<file path="config.mk">
export PLATFORM = sky130hd
export DESIGN_NAME = midi_cc_to_program_bank_translator
export DESIGN_NICKNAME = d
export VERILOG_FILES = /design/src/design/ccpb_pkg.sv /design/src/design/midi_cc_to_program_bank_translator.sv
export SDC_FILE = /design/constraint.sdc
export NUM_CORES = 1
export LEC_CHECK = 0
export BUFFER_PORTS_ARGS = -buffer_cell sky130_fd_sc_hd__buf_2
export CORE_UTILIZATION = 45
export DETAILED_ROUTE_END_ITERATION = 8
export GPL_ROUTABILITY_DRIVEN = 0
export PLACE_DENSITY = 0.62
export RECOVER_POWER = 25
export SYNTH_ARGS = -nofsm -noshare
export SYNTH_HDL_FRONTEND = slang
export SYNTH_SLANG_ARGS = --single-unit
export TNS_END_PERCENT = 1
</file>
<file path="constraint.sdc">
create_clock -name i_clk -period 3.8 [get_ports i_clk]
set_input_delay 0.19 -clock i_clk [delete_from_list [all_inputs] [get_ports i_clk]]
set_output_delay 0.19 -clock i_clk [all_outputs]
set_load 0.005 [all_outputs]
</file>
<file path="src/design/ccpb_pkg.sv">
// shared constants and types for the controller to program/bank translator
package ccpb_pkg;

    // default number of mapped channels
    localparam int DEF_CHANNELS = 16;

    // midi status codes
    localparam logic [3:0] CC_NIBBLE   = 4'hB;
    localparam logic [3:0] PC_NIBBLE   = 4'hC;
    localparam logic [1:0] CC_LENGTH   = 2'd3;
    localparam logic [1:0] PC_LENGTH   = 2'd2;
    localparam logic [1:0] FULL_COUNT  = 2'd3;

    // controller numbers
    localparam logic [6:0] PC_BASE     = 7'd1;
    localparam logic [6:0] LSB_BASE    = 7'd21;
    localparam logic [6:0] MSB_BASE    = 7'd41;
    localparam logic [6:0] CC_BANK_MSB = 7'd0;
    localparam logic [6:0] CC_BANK_LSB = 7'd32;

    // stream payload widths
    localparam int DATA_W = 24;

    // result sequence of one job
    typedef enum logic [1:0] {
        STEP_MSB,
        STEP_LSB,
        STEP_PC
    } t_step;

endpackage

</file>
<file path="src/design/midi_cc_to_program_bank_translator.sv">
// top level of the midi controller to program/bank translator
// Input stream (s_axis) carries one received midi message per transfer.
// Control changes on controllers 1..CHANNELS give one program change on
// channel n-1. Controllers 21.. and 41.. store the bank lsb / msb of a channel
// and then give three messages: cc0 with the msb, cc32 with the lsb and
// program change 0. Output stream (m_axis) carries one message per transfer,
// tlast on the final message caused by an input transfer.
// Bank tables sit in two small synchronous memories; a store
// writes one table and reads both at the same edge.
// The first result is registered in the job registers and then in the output register before it is valid.
// Throughput: one input per cycle for ignored messages and program changes
// while the receiver does not stall; a bank store holds the next input back
// until its program change enters the output register, as the output port sends one message per cycle.
// Reset clears the output enable and the table valid bits, so every table
// entry reads as zero until written; no clearing pass is needed.
// When the receiver stalls, the result in the output register holds and the
// job behind it waits; the input side keeps taking transfers until a job is
// pending behind the output register.
// Config writes (i_cfg_we) set the output enable; when zero, stores still happen, nothing is sent.
module midi_cc_to_program_bank_translator #(
    parameter int CHANNELS = ccpb_pkg::DEF_CHANNELS
) (
    input  logic                        i_clk,
    input  logic                        i_rst_n,
    // config register: output_enabled
    input  logic                        i_cfg_we,
    input  logic                        i_cfg_wdata,
    // input stream
    input  logic                        i_s_axis_tvalid,
    output logic                        o_s_axis_tready,
    // status_byte[7:0], first_data[14:8], second_data[21:15], byte_count[23:22]
    input  logic [ccpb_pkg::DATA_W-1:0] i_s_axis_tdata,
    // output stream
    output logic                        o_m_axis_tvalid,
    input  logic                        i_m_axis_tready,
    // out_status[7:0], out_first[14:8], out_second[21:15], out_length[23:22]
    output logic [ccpb_pkg::DATA_W-1:0] o_m_axis_tdata,
    output logic                        o_m_axis_tlast
);
    import ccpb_pkg::*;

    localparam int CH_W = (CHANNELS > 1) ? $clog2(CHANNELS) : 1;
    localparam logic [6:0] PC_TOP  = 7'(CHANNELS);
    localparam logic [6:0] LSB_TOP = LSB_BASE + 7'(CHANNELS - 1);
    localparam logic [6:0] MSB_TOP = MSB_BASE + 7'(CHANNELS - 1);

    // input fields
    logic [7:0] in_status;
    logic [6:0] in_ctl;
    logic [6:0] in_val;
    logic [1:0] in_count;
    assign in_status = i_s_axis_tdata[7:0];
    assign in_ctl    = i_s_axis_tdata[14:8];
    assign in_val    = i_s_axis_tdata[21:15];
    assign in_count  = i_s_axis_tdata[23:22];

    // config register
    logic r_output_enabled;
    always_ff @(posedge i_clk) begin
        if (!i_rst_n) begin
            r_output_enabled <= 1'b0;
        end else if (i_cfg_we) begin
            r_output_enabled <= i_cfg_wdata;
        end
    end

    // bank tables and their valid bits
    logic [6:0] r_msb_mem [CHANNELS];
    logic [6:0] r_lsb_mem [CHANNELS];
    logic [CHANNELS-1:0] r_msb_vld;
    logic [CHANNELS-1:0] r_lsb_vld;

    // job and output registers
    logic            r_job_valid;
    t_step           r_step;
    logic [CH_W-1:0] r_ch;
    logic [6:0]      r_prog;
    logic [6:0]      r_val;
    logic            r_fwd_msb;
    logic            r_fwd_lsb;
    logic [6:0]      r_rd_msb;
    logic [6:0]      r_rd_lsb;
    logic            r_rd_msb_v;
    logic            r_rd_lsb_v;

    logic                r_out_valid;
    logic [DATA_W-1:0]   r_out_data;
    logic                r_out_last;

    // decode
    logic            is_cc, is_pc, is_lsb, is_msb, is_store, s_accept, out_free;
    logic [6:0]      pc_off, lsb_off, msb_off;
    logic [CH_W-1:0] st_ch, new_ch;

    always_comb begin
        is_cc    = (in_count == FULL_COUNT) && (in_status[7:4] == CC_NIBBLE);
        is_pc    = is_cc && (in_ctl >= PC_BASE) && (in_ctl <= PC_TOP);
        is_lsb   = is_cc && (in_ctl >= LSB_BASE) && (in_ctl <= LSB_TOP);
        is_msb   = is_cc && (in_ctl >= MSB_BASE) && (in_ctl <= MSB_TOP);
        is_store = is_lsb || is_msb;
        pc_off   = in_ctl - PC_BASE;
        lsb_off  = in_ctl - LSB_BASE;
        msb_off  = in_ctl - MSB_BASE;
        st_ch    = is_lsb ? lsb_off[CH_W-1:0] : msb_off[CH_W-1:0];
        new_ch   = is_pc ? pc_off[CH_W-1:0] : st_ch;
    end

    // handshake
    assign out_free        = !r_out_valid || i_m_axis_tready;
    assign o_s_axis_tready = !r_job_valid || ((r_step == STEP_PC) && out_free);
    assign s_accept        = i_s_axis_tvalid && o_s_axis_tready;

    // table write and read of both tables
    always_ff @(posedge i_clk) begin
        if (s_accept && is_store) begin
            if (is_lsb) begin
                r_lsb_mem[st_ch] <= in_val;
            end else begin
                r_msb_mem[st_ch] <= in_val;
            end
            r_rd_msb   <= r_msb_mem[st_ch];
            r_rd_lsb   <= r_lsb_mem[st_ch];
            r_rd_msb_v <= r_msb_vld[st_ch];
            r_rd_lsb_v <= r_lsb_vld[st_ch];
        end
    end

    // valid bits
    always_ff @(posedge i_clk) begin
        if (!i_rst_n) begin
            r_msb_vld <= '0;
            r_lsb_vld <= '0;
        end else if (s_accept && is_store) begin
            if (is_lsb) begin
                r_lsb_vld[st_ch] <= 1'b1;
            end else begin
                r_msb_vld[st_ch] <= 1'b1;
            end
        end
    end

    // job payload
    always_ff @(posedge i_clk) begin
        if (s_accept) begin
            r_ch      <= new_ch;
            r_prog    <= is_pc ? in_val : 7'd0;
            r_val     <= in_val;
            r_fwd_msb <= is_msb;
            r_fwd_lsb <= is_lsb;
        end
    end

    // job control
    always_ff @(posedge i_clk) begin
        if (!i_rst_n) begin
            r_job_valid <= 1'b0;
            r_step      <= STEP_PC;
        end else if (s_accept) begin
            r_job_valid <= r_output_enabled && (is_pc || is_store);
            r_step      <= is_pc ? STEP_PC : STEP_MSB;
        end else if (r_job_valid && out_free) begin
            unique case (r_step)
                STEP_MSB: r_step      <= STEP_LSB;
                STEP_LSB: r_step      <= STEP_PC;
                default:  r_job_valid <= 1'b0;
            endcase
        end
    end

    // compose the next result
    logic [6:0]  bank_msb, bank_lsb;
    logic [3:0]  ch4;
    logic [DATA_W-1:0] n_out_data;
    logic        n_out_last;

    always_comb begin
        bank_msb = r_fwd_msb ? r_val : (r_rd_msb_v ? r_rd_msb : 7'd0);
        bank_lsb = r_fwd_lsb ? r_val : (r_rd_lsb_v ? r_rd_lsb : 7'd0);
        ch4      = 4'(r_ch);
        unique case (r_step)
            STEP_MSB: begin
                n_out_data = {CC_LENGTH, bank_msb, CC_BANK_MSB, CC_NIBBLE, ch4};
                n_out_last = 1'b0;
            end
            STEP_LSB: begin
                n_out_data = {CC_LENGTH, bank_lsb, CC_BANK_LSB, CC_NIBBLE, ch4};
                n_out_last = 1'b0;
            end
            default: begin
                n_out_data = {PC_LENGTH, 7'd0, r_prog, PC_NIBBLE, ch4};
                n_out_last = 1'b1;
            end
        endcase
    end

    // output register
    always_ff @(posedge i_clk) begin
        if (!i_rst_n) begin
            r_out_valid <= 1'b0;
        end else if (out_free) begin
            r_out_valid <= r_job_valid;
        end
    end

    always_ff @(posedge i_clk) begin
        if (out_free && r_job_valid) begin
            r_out_data <= n_out_data;
            r_out_last <= n_out_last;
        end
    end

    assign o_m_axis_tvalid = r_out_valid;
    assign o_m_axis_tdata  = r_out_data;
    assign o_m_axis_tlast  = r_out_last;

    // checks
    a_mid_is_cc: assert property (@(posedge i_clk) disable iff (!i_rst_n)
        o_m_axis_tvalid && !o_m_axis_tlast |-> o_m_axis_tdata[23:22] == CC_LENGTH)
        else $error("non-final result is not a control change");

    a_job_follows: assert property (@(posedge i_clk) disable iff (!i_rst_n)
        o_m_axis_tvalid && i_m_axis_tready && !o_m_axis_tlast |-> r_job_valid)
        else $error("bank sequence cut short");

    a_pc_last: assert property (@(posedge i_clk) disable iff (!i_rst_n)
        o_m_axis_tvalid && o_m_axis_tlast |-> o_m_axis_tdata[7:4] == PC_NIBBLE)
        else $error("final result is not a program change");

    a_no_overrun: assert property (@(posedge i_clk) disable iff (!i_rst_n)
        r_job_valid && (r_step != STEP_PC) |-> !o_s_axis_tready)
        else $error("input taken while bank sequence pending");

endmodule

</file>
==> results of run 1 <==
==> flip-flops by register name, summed over array words and instances (netlist names), 2 cells and up <==
register,count
r_lsb_mem,112
r_msb_mem,112
o_m_axis_tdata,20
r_lsb_vld,16
r_msb_vld,16
r_prog,7
r_rd_lsb,7
r_rd_msb,7
r_val,7
ch4,4
r_step,2
==> stage by stage <==
step                setup slack [ns]  hold WS [ns]  std cells  utilization  cell area, µm²
CTS                            0.650        0.0108       1163        0.523           14500
global route                   0.435        0.0250       1163        0.523           14500
finish                         0.599        0.0300       1163        0.523           14500
global placement               0.206         0.403       1103        0.487           13500
floorplan                      0.652         0.289        678            -           12700
detailed placement            0.0840         0.416       1103        0.487           13500
==> report_power, final <==
group	total (mW)	internal, mW	switching, mW	leakage [nW]
logic	0.431	0.168	0.263	1.57
clock network	2.93	1.68	1.24	0.475
registers	3.82	3.81	0.0105	2.83
==> Yosys cell counts, types with 6 or more instances <==
| cell type | n |
|---|---|
| edfxtp_1 | 280 |
| mux4_2 | 64 |
| mux2i_1 | 51 |
| dfxtp_1 | 37 |
| o21a_1 | 27 |
| nor2_1 | 25 |
| clkbuf_1 | 20 |
| nand2_1 | 19 |
| nor3_1 | 15 |
| and2_1 | 13 |
| buf_2 | 13 |
| a22oi_1 | 12 |
| nand4_1 | 10 |
| inv_1 | 9 |
| ha_1 | 7 |
| o22ai_1 | 7 |
| o41ai_1 | 6 |
==> timing repair <==
item	CTS	global route
hold buffers	3	0
gates resized for setup	0	0
endpoints found under the hold margin	2	0
endpoints found under the setup margin	0	0
==> cell type report <==
cell class                 instances  area share
multi-input combinational        307       0.227
clock inverter                    16     0.00879
sequential                       317       0.630
timing repair buffer              94      0.0410
clock buffer                      41      0.0581
inverter                          10     0.00258
tap                              378      0.0326
==> worst max-delay path: stages <==
cell and delay (ns):
buf_2 0.13, nand4b_4 0.17, nor3_1 0.42, nand3_2 0.29, ha_1 0.38, buf_4 0.17, o21a_1 0.20, o211ai_4 0.15
xnor2_1 1.04, nor3_1 0.13, buf_4 0.23
==> layer usage <==
layer | routed length (µm) | GRT usage
met3 | 1390 | 0.0281
met1 | 11200 | 0.253
met2 | 12400 | 0.297
met4 | 701 | 0.0638
met5 | 0 | 0
==> cell families after synthesis <==
kind of cell               Yosys count  share of synthesized area
AOI/OAI and AO/OA                   70                     0.0431
xor gates and xnor gates             6                    0.00563
adders and majority gates            7                    0.00691
buffers and inverters               54                     0.0205
DFF                                317                      0.722
muxes                              115                      0.154
other                                1                   0.000296
and+or+nand+nor                    107                     0.0480
==> cells in the final DEF, fill, tap and decap left out, types with 5 or more instances in the layout <==
cell,instances
nor3_1,15
clkbuf_16,31
dfxtp_1,37
edfxtp_1,280
a22oi_1,12
clkinv_1,8
o21a_1,27
mux4_2,64
nand2_1,19
inv_1,9
nor2_1,25
nand4_1,10
a21oi_1,5
buf_4,41
clkinv_2,5
clkbuf_1,13
buf_2,43
ha_1,6
o22ai_1,7
o41ai_1,6
and2_1,13
mux2i_1,51
==> worst min path at each step <==
stage,startpoint,end,slack (ns)
final,i_s_axis_tdata[8],ch4[0]$_DFFE_PP_,0.03
after global routing,i_s_axis_tdata[8],ch4[0]$_DFFE_PP_,0.03
after CTS,i_s_axis_tdata[8],ch4[0]$_DFFE_PP_,0.01
after detailed placement,ch4[3]$_DFFE_PP_,o_m_axis_tdata[3]$_DFFE_PP_,0.42
after global placement,ch4[3]$_DFFE_PP_,o_m_axis_tdata[3]$_DFFE_PP_,0.40
after floorplan,i_s_axis_tdata[15],r_lsb_mem[0][0]$_DFFE_PP_,0.29
==> results_dict.tcl, run 1 <==
set metrics [dict create \
    cap_violations 6 \
    worstReg2RegEnd "r_msb_mem[11][1]$_DFFE_PP_" \
    rrSetupSlack_ns 1.33 \
    overflow 0 \
    p_leak_nw 4.88 \
    startpoint_type "input pin" \
    violations "max-capacitance violations, max-slew violations" \
    setup_viol 0 \
    grt_pass1_vias 6598 \
    fin_nets 798 \
    grt_pass1_wl_um 39300 \
    wl_per_cell_um 22.1 \
    syn_to_final_growth_pct 14.5 \
    slew_viol_final 210 \
    diodes 0 \
    ir_worst_vdd_uv 363 \
    crit_required_ns 4.11 \
    fin_tns_setup_ns 0 \
    setup.worst_path.end "r_msb_mem[9][1]$_DFFE_PP_" \
    core.rowCount 61 \
    rsz0062_at_grt "false" \
    register_area_um2 9150 \
    path_class "in -> reg" \
    syn-cell-area_um2 12700 \
    multi_input_comb_area_um2 3300 \
    fp.coreArea_um2 27800 \
    post_cts_buffers 0 \
    synthArstFlopShare 0 \
    die_y_um 170 \
    r2r_start "r_step[1]$_SDFFE_PN1P_" \
    cts_root_buf "clkbuf_16" \
    synth_top_area_cell "edfxtp_1" \
    outcome "complete, but fails checks" \
    wirelength_um 25700 \
    relSlewSlack -0.180 \
    grt_max_degree 51 \
    synth_top_area_frac 0.663 \
    seq_area_frac_synth 0.722 \
    skew_ns 0.0176 \
    n_fill_cell 2244 \
    worstSetupEndpointType "flip-flop" \
    hold_depth 2 \
    place_hpwl_um 16200 \
    clk_latency_ns 0.56 \
    ys.flop_type "edfxtp_1" \
    num_vias 6457 \
    drt_iter0_markers 560 \
    ios 57 \
    antenna_found_initial 0 \
    cts_tree "done" \
    max_freq_ghz 0.312 \
    syn_inst 677 \
    cts.clk_slew.worst_paths_ns 0.06 \
    synthTopCellsByArea "edfxtp_1, mux4_2, dfxtp_1" \
    cts_buffer_depth 3 \
    period_minus_slack_ns 3.20 \
    tightest_slew_ns 1.77 \
    dieArea_um2 28800 \
    h-tree-depth 1 \
    io_buffers 50 \
    arrival_ns 3.51 \
    drive_gt1_frac 0.269 \
    post-route-period-util 0.842 \
    crit_path_max_fanout 14 \
    viasPerCell 5.55 \
    postRouteAntennaNets 0 \
    r2r_cells 6 \
    initial_utilization 0.456 \
    p_per_area_nw_per_um2 495 \
    critPathLaunch "i_s_axis_tdata[14]" \
    drc 0 \
    cts_made_buffers 31 \
    firstDrtPassIters 4 \
    synth.distinct_cells 52 \
    die_w_um 170 \
    synth_edf_count 280 \
    postSynthAreaPerCell_um2 18.7 \
    yosys_register_bits 317 \
    p_total_mw 7.18 \
    yosys_warnings 0 \
    worstHoldPathType "in -> reg" \
    grtUsageTotal 0.183 \
    hold_viol_final 0 \
    clkSinkCount 317 \
]
Note: power is estimated with default switching activity, not from simulation.
==> inputs of run 2 (changes only) <==
clock period = 2.97 ns   (was 3.8 ns; I/O delays follow)
==> run 2 against run 1 <==
The run still ends with max-capacitance violations, max-slew violations left. Global-route usage up 0.15 points. Count of clock-buffer cells in the layout up 4. First-iteration DRC count up 2.9%. Total power up 33%. Critical path depth down 5. Sequential power up 28%. Final area up 2.0%. Combinational power up 32%. Register-to-register slack worse by 0.85 ns. Setup slack worse by 0.12 ns. Sequential cell count unchanged. Critical endpoint is now r_msb_mem[11][6]$_DFFE_PP_.
==> results_dict.tcl, run 2 (same netlist as run 1, synthesis figures left out) <==
set metrics [dict create \
    outcome "complete, but fails checks" \
    violations "max-capacitance violations, max-slew violations" \
    grtUsageTotal 0.185 \
    ios 57 \
    final_cell_area_um2 14800 \
    grt_pass1_vias 6645 \
    post-route-period-util 0.840 \
    r2r_cells 6 \
    crit_path_max_fanout 12 \
    place_hpwl_um 16200 \
    path_class "reg -> reg" \
    overflow 0 \
    initial_utilization 0.456 \
    wl_per_cell_um 21.5 \
    cap_violations 6 \
    p_total_mw 9.58 \
    rsz0062_at_grt "false" \
    p_per_area_nw_per_um2 647 \
    drt_iter0_markers 576 \
    clk_latency_ns 0.51 \
    firstDrtPassIters 5 \
    layout_commonest_cell "edfxtp_1" \
    postRouteAntennaNets 0 \
    relSlewSlack -0.137 \
    wirelength_um 25500 \
    syn_to_final_growth_pct 16.8 \
    die_y_um 170 \
    hold_viol_final 0 \
    cts.clk_slew.worst_paths_ns 0.06 \
    dieArea_um2 28800 \
    most-common-layout-cells "edfxtp_1, mux4_2, buf_4" \
    drive_gt1_frac 0.294 \
    clkSinkCount 317 \
    slowest_stage "dfxtp_1" \
    ir_worst_vdd_uv 330 \
    drc 0 \
    arrival_ns 2.70 \
    period_minus_slack_ns 2.49 \
    io_buffers 50 \
    h-tree-depth 2 \
    cts_made_buffers 34 \
    fin_tns_setup_ns 0 \
    critPathLaunch "r_step[1]$_SDFFE_PN1P_" \
    grt_max_degree 70 \
    r2r_start "r_step[1]$_SDFFE_PN1P_" \
    core.rowCount 61 \
    cts_buffer_depth 3 \
    worstHoldPathType "in -> reg" \
    crit_path_max_incr_delay_ns 0.53 \
    p_leak_nw 5.04 \
    setup.worst_path.end "r_msb_mem[11][6]$_DFFE_PP_" \
    antenna_found_initial 0 \
    num_vias 6459 \
    cts_root_buf "clkbuf_16" \
    worstReg2RegEnd "r_msb_mem[11][6]$_DFFE_PP_" \
    rrSetupSlack_ns 0.48 \
    die_w_um 170 \
    fin_nets 818 \
    max_freq_ghz 0.401 \
    crit_chain "inv_1, o31ai_1, buf_4, nand4_1, nor3_1, buf_4" \
    viasPerCell 5.46 \
    setup_viol 0 \
    dpl-instance-area_um2 13700 \
    grt_pass1_wl_um 39500 \
    slew_viol_final 210 \
    skew_ns 0.0126 \
    fp.coreArea_um2 27800 \
    startpoint_type "flip-flop" \
    worstSetupEndpointType "flip-flop" \
    diodes 0 \
    cts_tree "done" \
    tightest_slew_ns 1.71 \
    crit_required_ns 3.18 \
    cp_common_cell "buf_4" \
]
run 2: cell types whose count changed in the layout (fill, tap and decap cells not counted), moves of 2 or more:
cell,delta
buf_12,+2
clkinv_2,+3
clkbuf_16,+5
buf_4,+15
clkinv_1,-4
run 2: worst max-delay path: cells and delay by family, from the launching register on:
family | cells | cell delay [ns]
simple gates | 2 | 0.81
buf+inv | 3 | 0.62
flops | 1 | 0.53
compound gates | 1 | 0.26
run 2: area by class of cell:
type,count,area [µm²]
clock buffers,45,965
clock inverters,16,138
fillers,2217,13000
inverters,10,37.5
multi-input cells,307,3300
flip-flops and latches,317,9150
well taps,378,473
repair buffers,111,748
run 2: through the flow:
step                      utilization  instances  setup slack, ns  hold WS, ns
after floorplan                     -        678           -0.137        0.247
after global placement          0.492       1120            0.144        0.384
after detailed placement        0.492       1120           0.0738        0.405
after CTS                       0.533       1184            0.480        0.131
after global routing            0.533       1184            0.287        0.155
final                           0.533       1184            0.475        0.160
run 2: what timing repair did:
item | CTS | global route
hold buffers | 3 | 0
resized for setup | 0 | 0
endpoints found under the hold margin | 2 | 0
setup buffers | 0 | 0
run 2: how the worst min path moves through the flow:
stage | startpoint | to | slack, ns | depth (start not counted)
floorplan | i_s_axis_tdata[15] | r_lsb_mem[0][0]$_DFFE_PP_ | 0.25 | 0
global placement | i_cfg_wdata | r_output_enabled$_SDFFE_PN0P_ | 0.38 | 3
detailed placement | ch4[2]$_DFFE_PP_ | o_m_axis_tdata[2]$_DFFE_PP_ | 0.41 | 0
CTS | i_s_axis_tvalid | r_step[1]$_SDFFE_PN1P_ | 0.13 | 3
global route | i_s_axis_tvalid | r_job_valid$_SDFFE_PN0P_ | 0.16 | 3
finish | i_s_axis_tvalid | r_step[0]$_SDFFE_PN0P_ | 0.16 | 4
run 2: report_power, final:
group	internal, mW	switching, mW	total [mW]
logic	0.233	0.338	0.571
clock network	2.47	1.64	4.11
registers	4.88	0.0140	4.89
total	7.58	2.00	9.58
run 2: routing by layer:
| metal | vias to the layer above | wire (µm) | share of wire | global-route usage |
|---|---|---|---|---|
| li1 | 2927 | - | - | - |
| met1 | 3324 | 11100 | 0.44 | 0.252 |
| met2 | 165 | 12600 | 0.50 | 0.305 |
| met3 | 43 | 1190 | 0.047 | 0.0312 |
| met4 | 0 | 533 | 0.021 | 0.0548 |
| met5 | - | 0 | 0 | 0 |
==> inputs of run 3 (changes only) <==
ABC_AREA = 1   (was unset)
clock period = 2.4 ns   (was 2.97 ns; I/O delays follow)
==> run 3 against run 2 <==
The flow still finishes with violations (max-capacitance violations, max-slew violations). Core utilization is 1.4 points higher. Die area is 1.9% higher. Count of clock-buffer cells in the layout is 1 higher. Global-route usage is 3.2 points higher. Synthesized cell count is 66% higher. Area after synthesis is 2.0% higher. Sequential cell count stayed put. Worst hold slack better by 0.013 ns. Final area is 3.4% higher.
==> results_dict.tcl, run 3 <==
set metrics [dict create \
    outcome "complete, but fails checks" \
    violations "max-capacitance violations, max-slew violations" \
    io_buffers 50 \
    synthArstFlopShare 0 \
    wl_per_cell_um 18.9 \
    core.rowCount 61 \
    initial_utilization 0.461 \
    cts_made_buffers 34 \
    cts_root_buf "clkbuf_16" \
    p_total_mw 12.4 \
    max_freq_ghz 0.475 \
    synth.distinct_cells 34 \
    cts_buffer_depth 3 \
    syn-cell-area_um2 12900 \
    synth_most_common_cell "edfxtp_1" \
    most-common-layout-cells "edfxtp_1, nor2_1, o21ai_0" \
    drt_iter0_markers 992 \
    seq_area_frac_synth 0.708 \
    arrival_ns 2.29 \
    postSynthAreaPerCell_um2 11.5 \
    wirelength_um 30800 \
    firstDrtPassIters 6 \
    yosys_warnings 0 \
    worstSetupEndpointType "flip-flop" \
    cts_tree "done" \
    power_switching_mw 2.75 \
    postRouteAntennaNets 0 \
    hp-start "i_s_axis_tvalid" \
    path_class "reg -> reg" \
    clk_latency_ns 0.51 \
    fp.coreArea_um2 28000 \
    slew_viol_final 210 \
    final.setup.worst_slack_ns 0.296 \
    synthTopCellsByArea "edfxtp_1, o21ai_0, dfxtp_1" \
    r2r_cells 10 \
    fin_nets 1264 \
    drc 0 \
    synth_top_area_cell "edfxtp_1" \
    viasPerCell 5.37 \
    yosys_register_bits 317 \
    worstReg2RegEnd "r_msb_mem[2][4]$_DFFE_PP_" \
    diodes 0 \
    whs_endpoint "r_job_valid$_SDFFE_PN0P_" \
    tightest_slew_ns 1.95 \
    hold_viol_final 0 \
    synth_edf_count 280 \
    num_vias 8753 \
    p_seq_frac 0.490 \
    cts.clk_slew.worst_paths_ns 0.07 \
    synth_top_area_frac 0.650 \
    grtUsageTotal 0.217 \
    grt_pass1_vias 8387 \
    syn_inst 1121 \
    grt_max_degree 111 \
    p_per_area_nw_per_um2 808 \
    period_minus_slack_ns 2.10 \
    die_y_um 171 \
    overflow 0 \
    p_comb_frac 0.080 \
    skew_ns 0.0215 \
    pre_cts_ws_ns -0.220 \
    setup_viol 0 \
    relSlewSlack -0.300 \
    dieArea_um2 29400 \
    p_leak_nw 5.55 \
    n_fill_cell 2386 \
    ys.flop_type "edfxtp_1" \
    grt_pass1_wl_um 47500 \
    r2r_start "r_step[0]$_SDFFE_PN0P_" \
    startpoint_type "flip-flop" \
    switching_share 0.222 \
    ir_worst_vdd_uv 703 \
    die_w_um 171 \
    post_cts_buffers 0 \
    worstHoldPathType "in -> reg" \
    drive_gt1_frac 0.181 \
    crit_required_ns 2.59 \
    layout_commonest_cell "edfxtp_1" \
    crit_path_max_fanout 7 \
    p_int_mw 9.63 \
    ios 57 \
    place_hpwl_um 19200 \
    cap_violations 6 \
    rsz0062_at_grt "false" \
    pwr-share-clk 0.430 \
    clkSinkCount 317 \
    syn_to_final_growth_pct 18.5 \
    synth_common_cells "edfxtp_1, nor2_1, o21ai_0" \
    post-route-period-util 0.877 \
    h-tree-depth 2 \
    antenna_found_initial 0 \
    rrSetupSlack_ns 0.30 \
    hold_depth 4 \
]
## run 3: repair_timing
action / in CTS / in global routing
endpoints found under the hold margin: 5 / 0
gates resized for setup: 0 / 0
hold buffers: 4 / 0
## run 3: worst max-delay path by stage
stage                           start                         end
2_1_floorplan       i_s_axis_tdata[8]       r_rd_lsb[0]$_DFFE_PN_
3_3_place_gp        i_s_axis_tdata[9]  r_lsb_mem[11][2]$_DFFE_PP_
3_5_place_dp        i_s_axis_tdata[9]  r_lsb_mem[11][3]$_DFFE_PP_
4_1_cts        r_step[0]$_SDFFE_PN0P_   r_msb_mem[2][4]$_DFFE_PP_
5_1_grt             i_s_axis_tdata[9]  r_lsb_mem[11][3]$_DFFE_PP_
6_report       r_step[0]$_SDFFE_PN0P_   r_msb_mem[2][4]$_DFFE_PP_
## run 3: cells by family after synthesis
kind of cell	count (synthesis)	share of synthesized area
AOI/OAI and AO/OA	268	0.111
xor gates and xnor gates	3	0.00349
adders and majority gates	7	0.00678
buffers and inverters	142	0.0462
DFF	317	0.708
other	1	0.000290
and+or+nand+nor	383	0.125
## run 3: per-layer routing
layer | GRT usage | up-vias | wire length (µm)
met2 | 0.358 | 369 | 14600
met4 | 0.0656 | 0 | 701
met1 | 0.298 | 4155 | 13200
met3 | 0.0295 | 55 | 2280
li1 | - | 4174 | -
met5 | 0 | - | 0
## run 3: worst max-delay path, cell delays in order, from the launching register on
cell,delay [ns]
dfxtp_1,0.34
inv_1,0.11
nand3_1,0.09
nand2_1,0.10
nand2_1,0.19
inv_1,0.15
nand4_2,0.19
inv_2,0.13
buf_12,0.11
nand4_1,0.15
inv_2,0.21
## run 3: final cells by class
| cell class | count | area (µm²) | area share |
|---|---|---|---|
| Sequential cell | 317 | 9150 | 0.597 |
| Timing Repair Buffer | 135 | 1010 | 0.0662 |
| Clock inverter | 14 | 185 | 0.0121 |
| Multi-Input combinational cell | 663 | 3240 | 0.212 |
| Inverter | 76 | 287 | 0.0187 |
| Clock buffer | 46 | 967 | 0.0631 |
| Tap cell | 378 | 473 | 0.0309 |
## run 3: metrics by stage
step	hold WS (ns)	cell area, µm²	util	setup TNS (ns)	std cells
finish	0.173	15300	0.547	0	1629
global route	0.242	15300	0.547	0	1629
CTS	0.150	15300	0.547	0	1629
detailed placement	0.312	14100	0.505	-25.74	1565
global placement	0.308	14100	0.505	-21.18	1565
floorplan	0.196	13000	-	-0.870	1122
## run 3: power groups by stage
| stage | clock [mW] | sequential, mW | combinational, mW |
|---|---|---|---|
| floorplan | 0 | 6.17 | 0.541 |
| global placement | 0 | 6.18 | 0.977 |
| detailed placement | 0 | 6.18 | 0.981 |
| CTS | 5.39 | 6.06 | 0.988 |
| global route | 5.60 | 6.07 | 1.09 |
| finish | 5.32 | 6.06 | 0.989 |
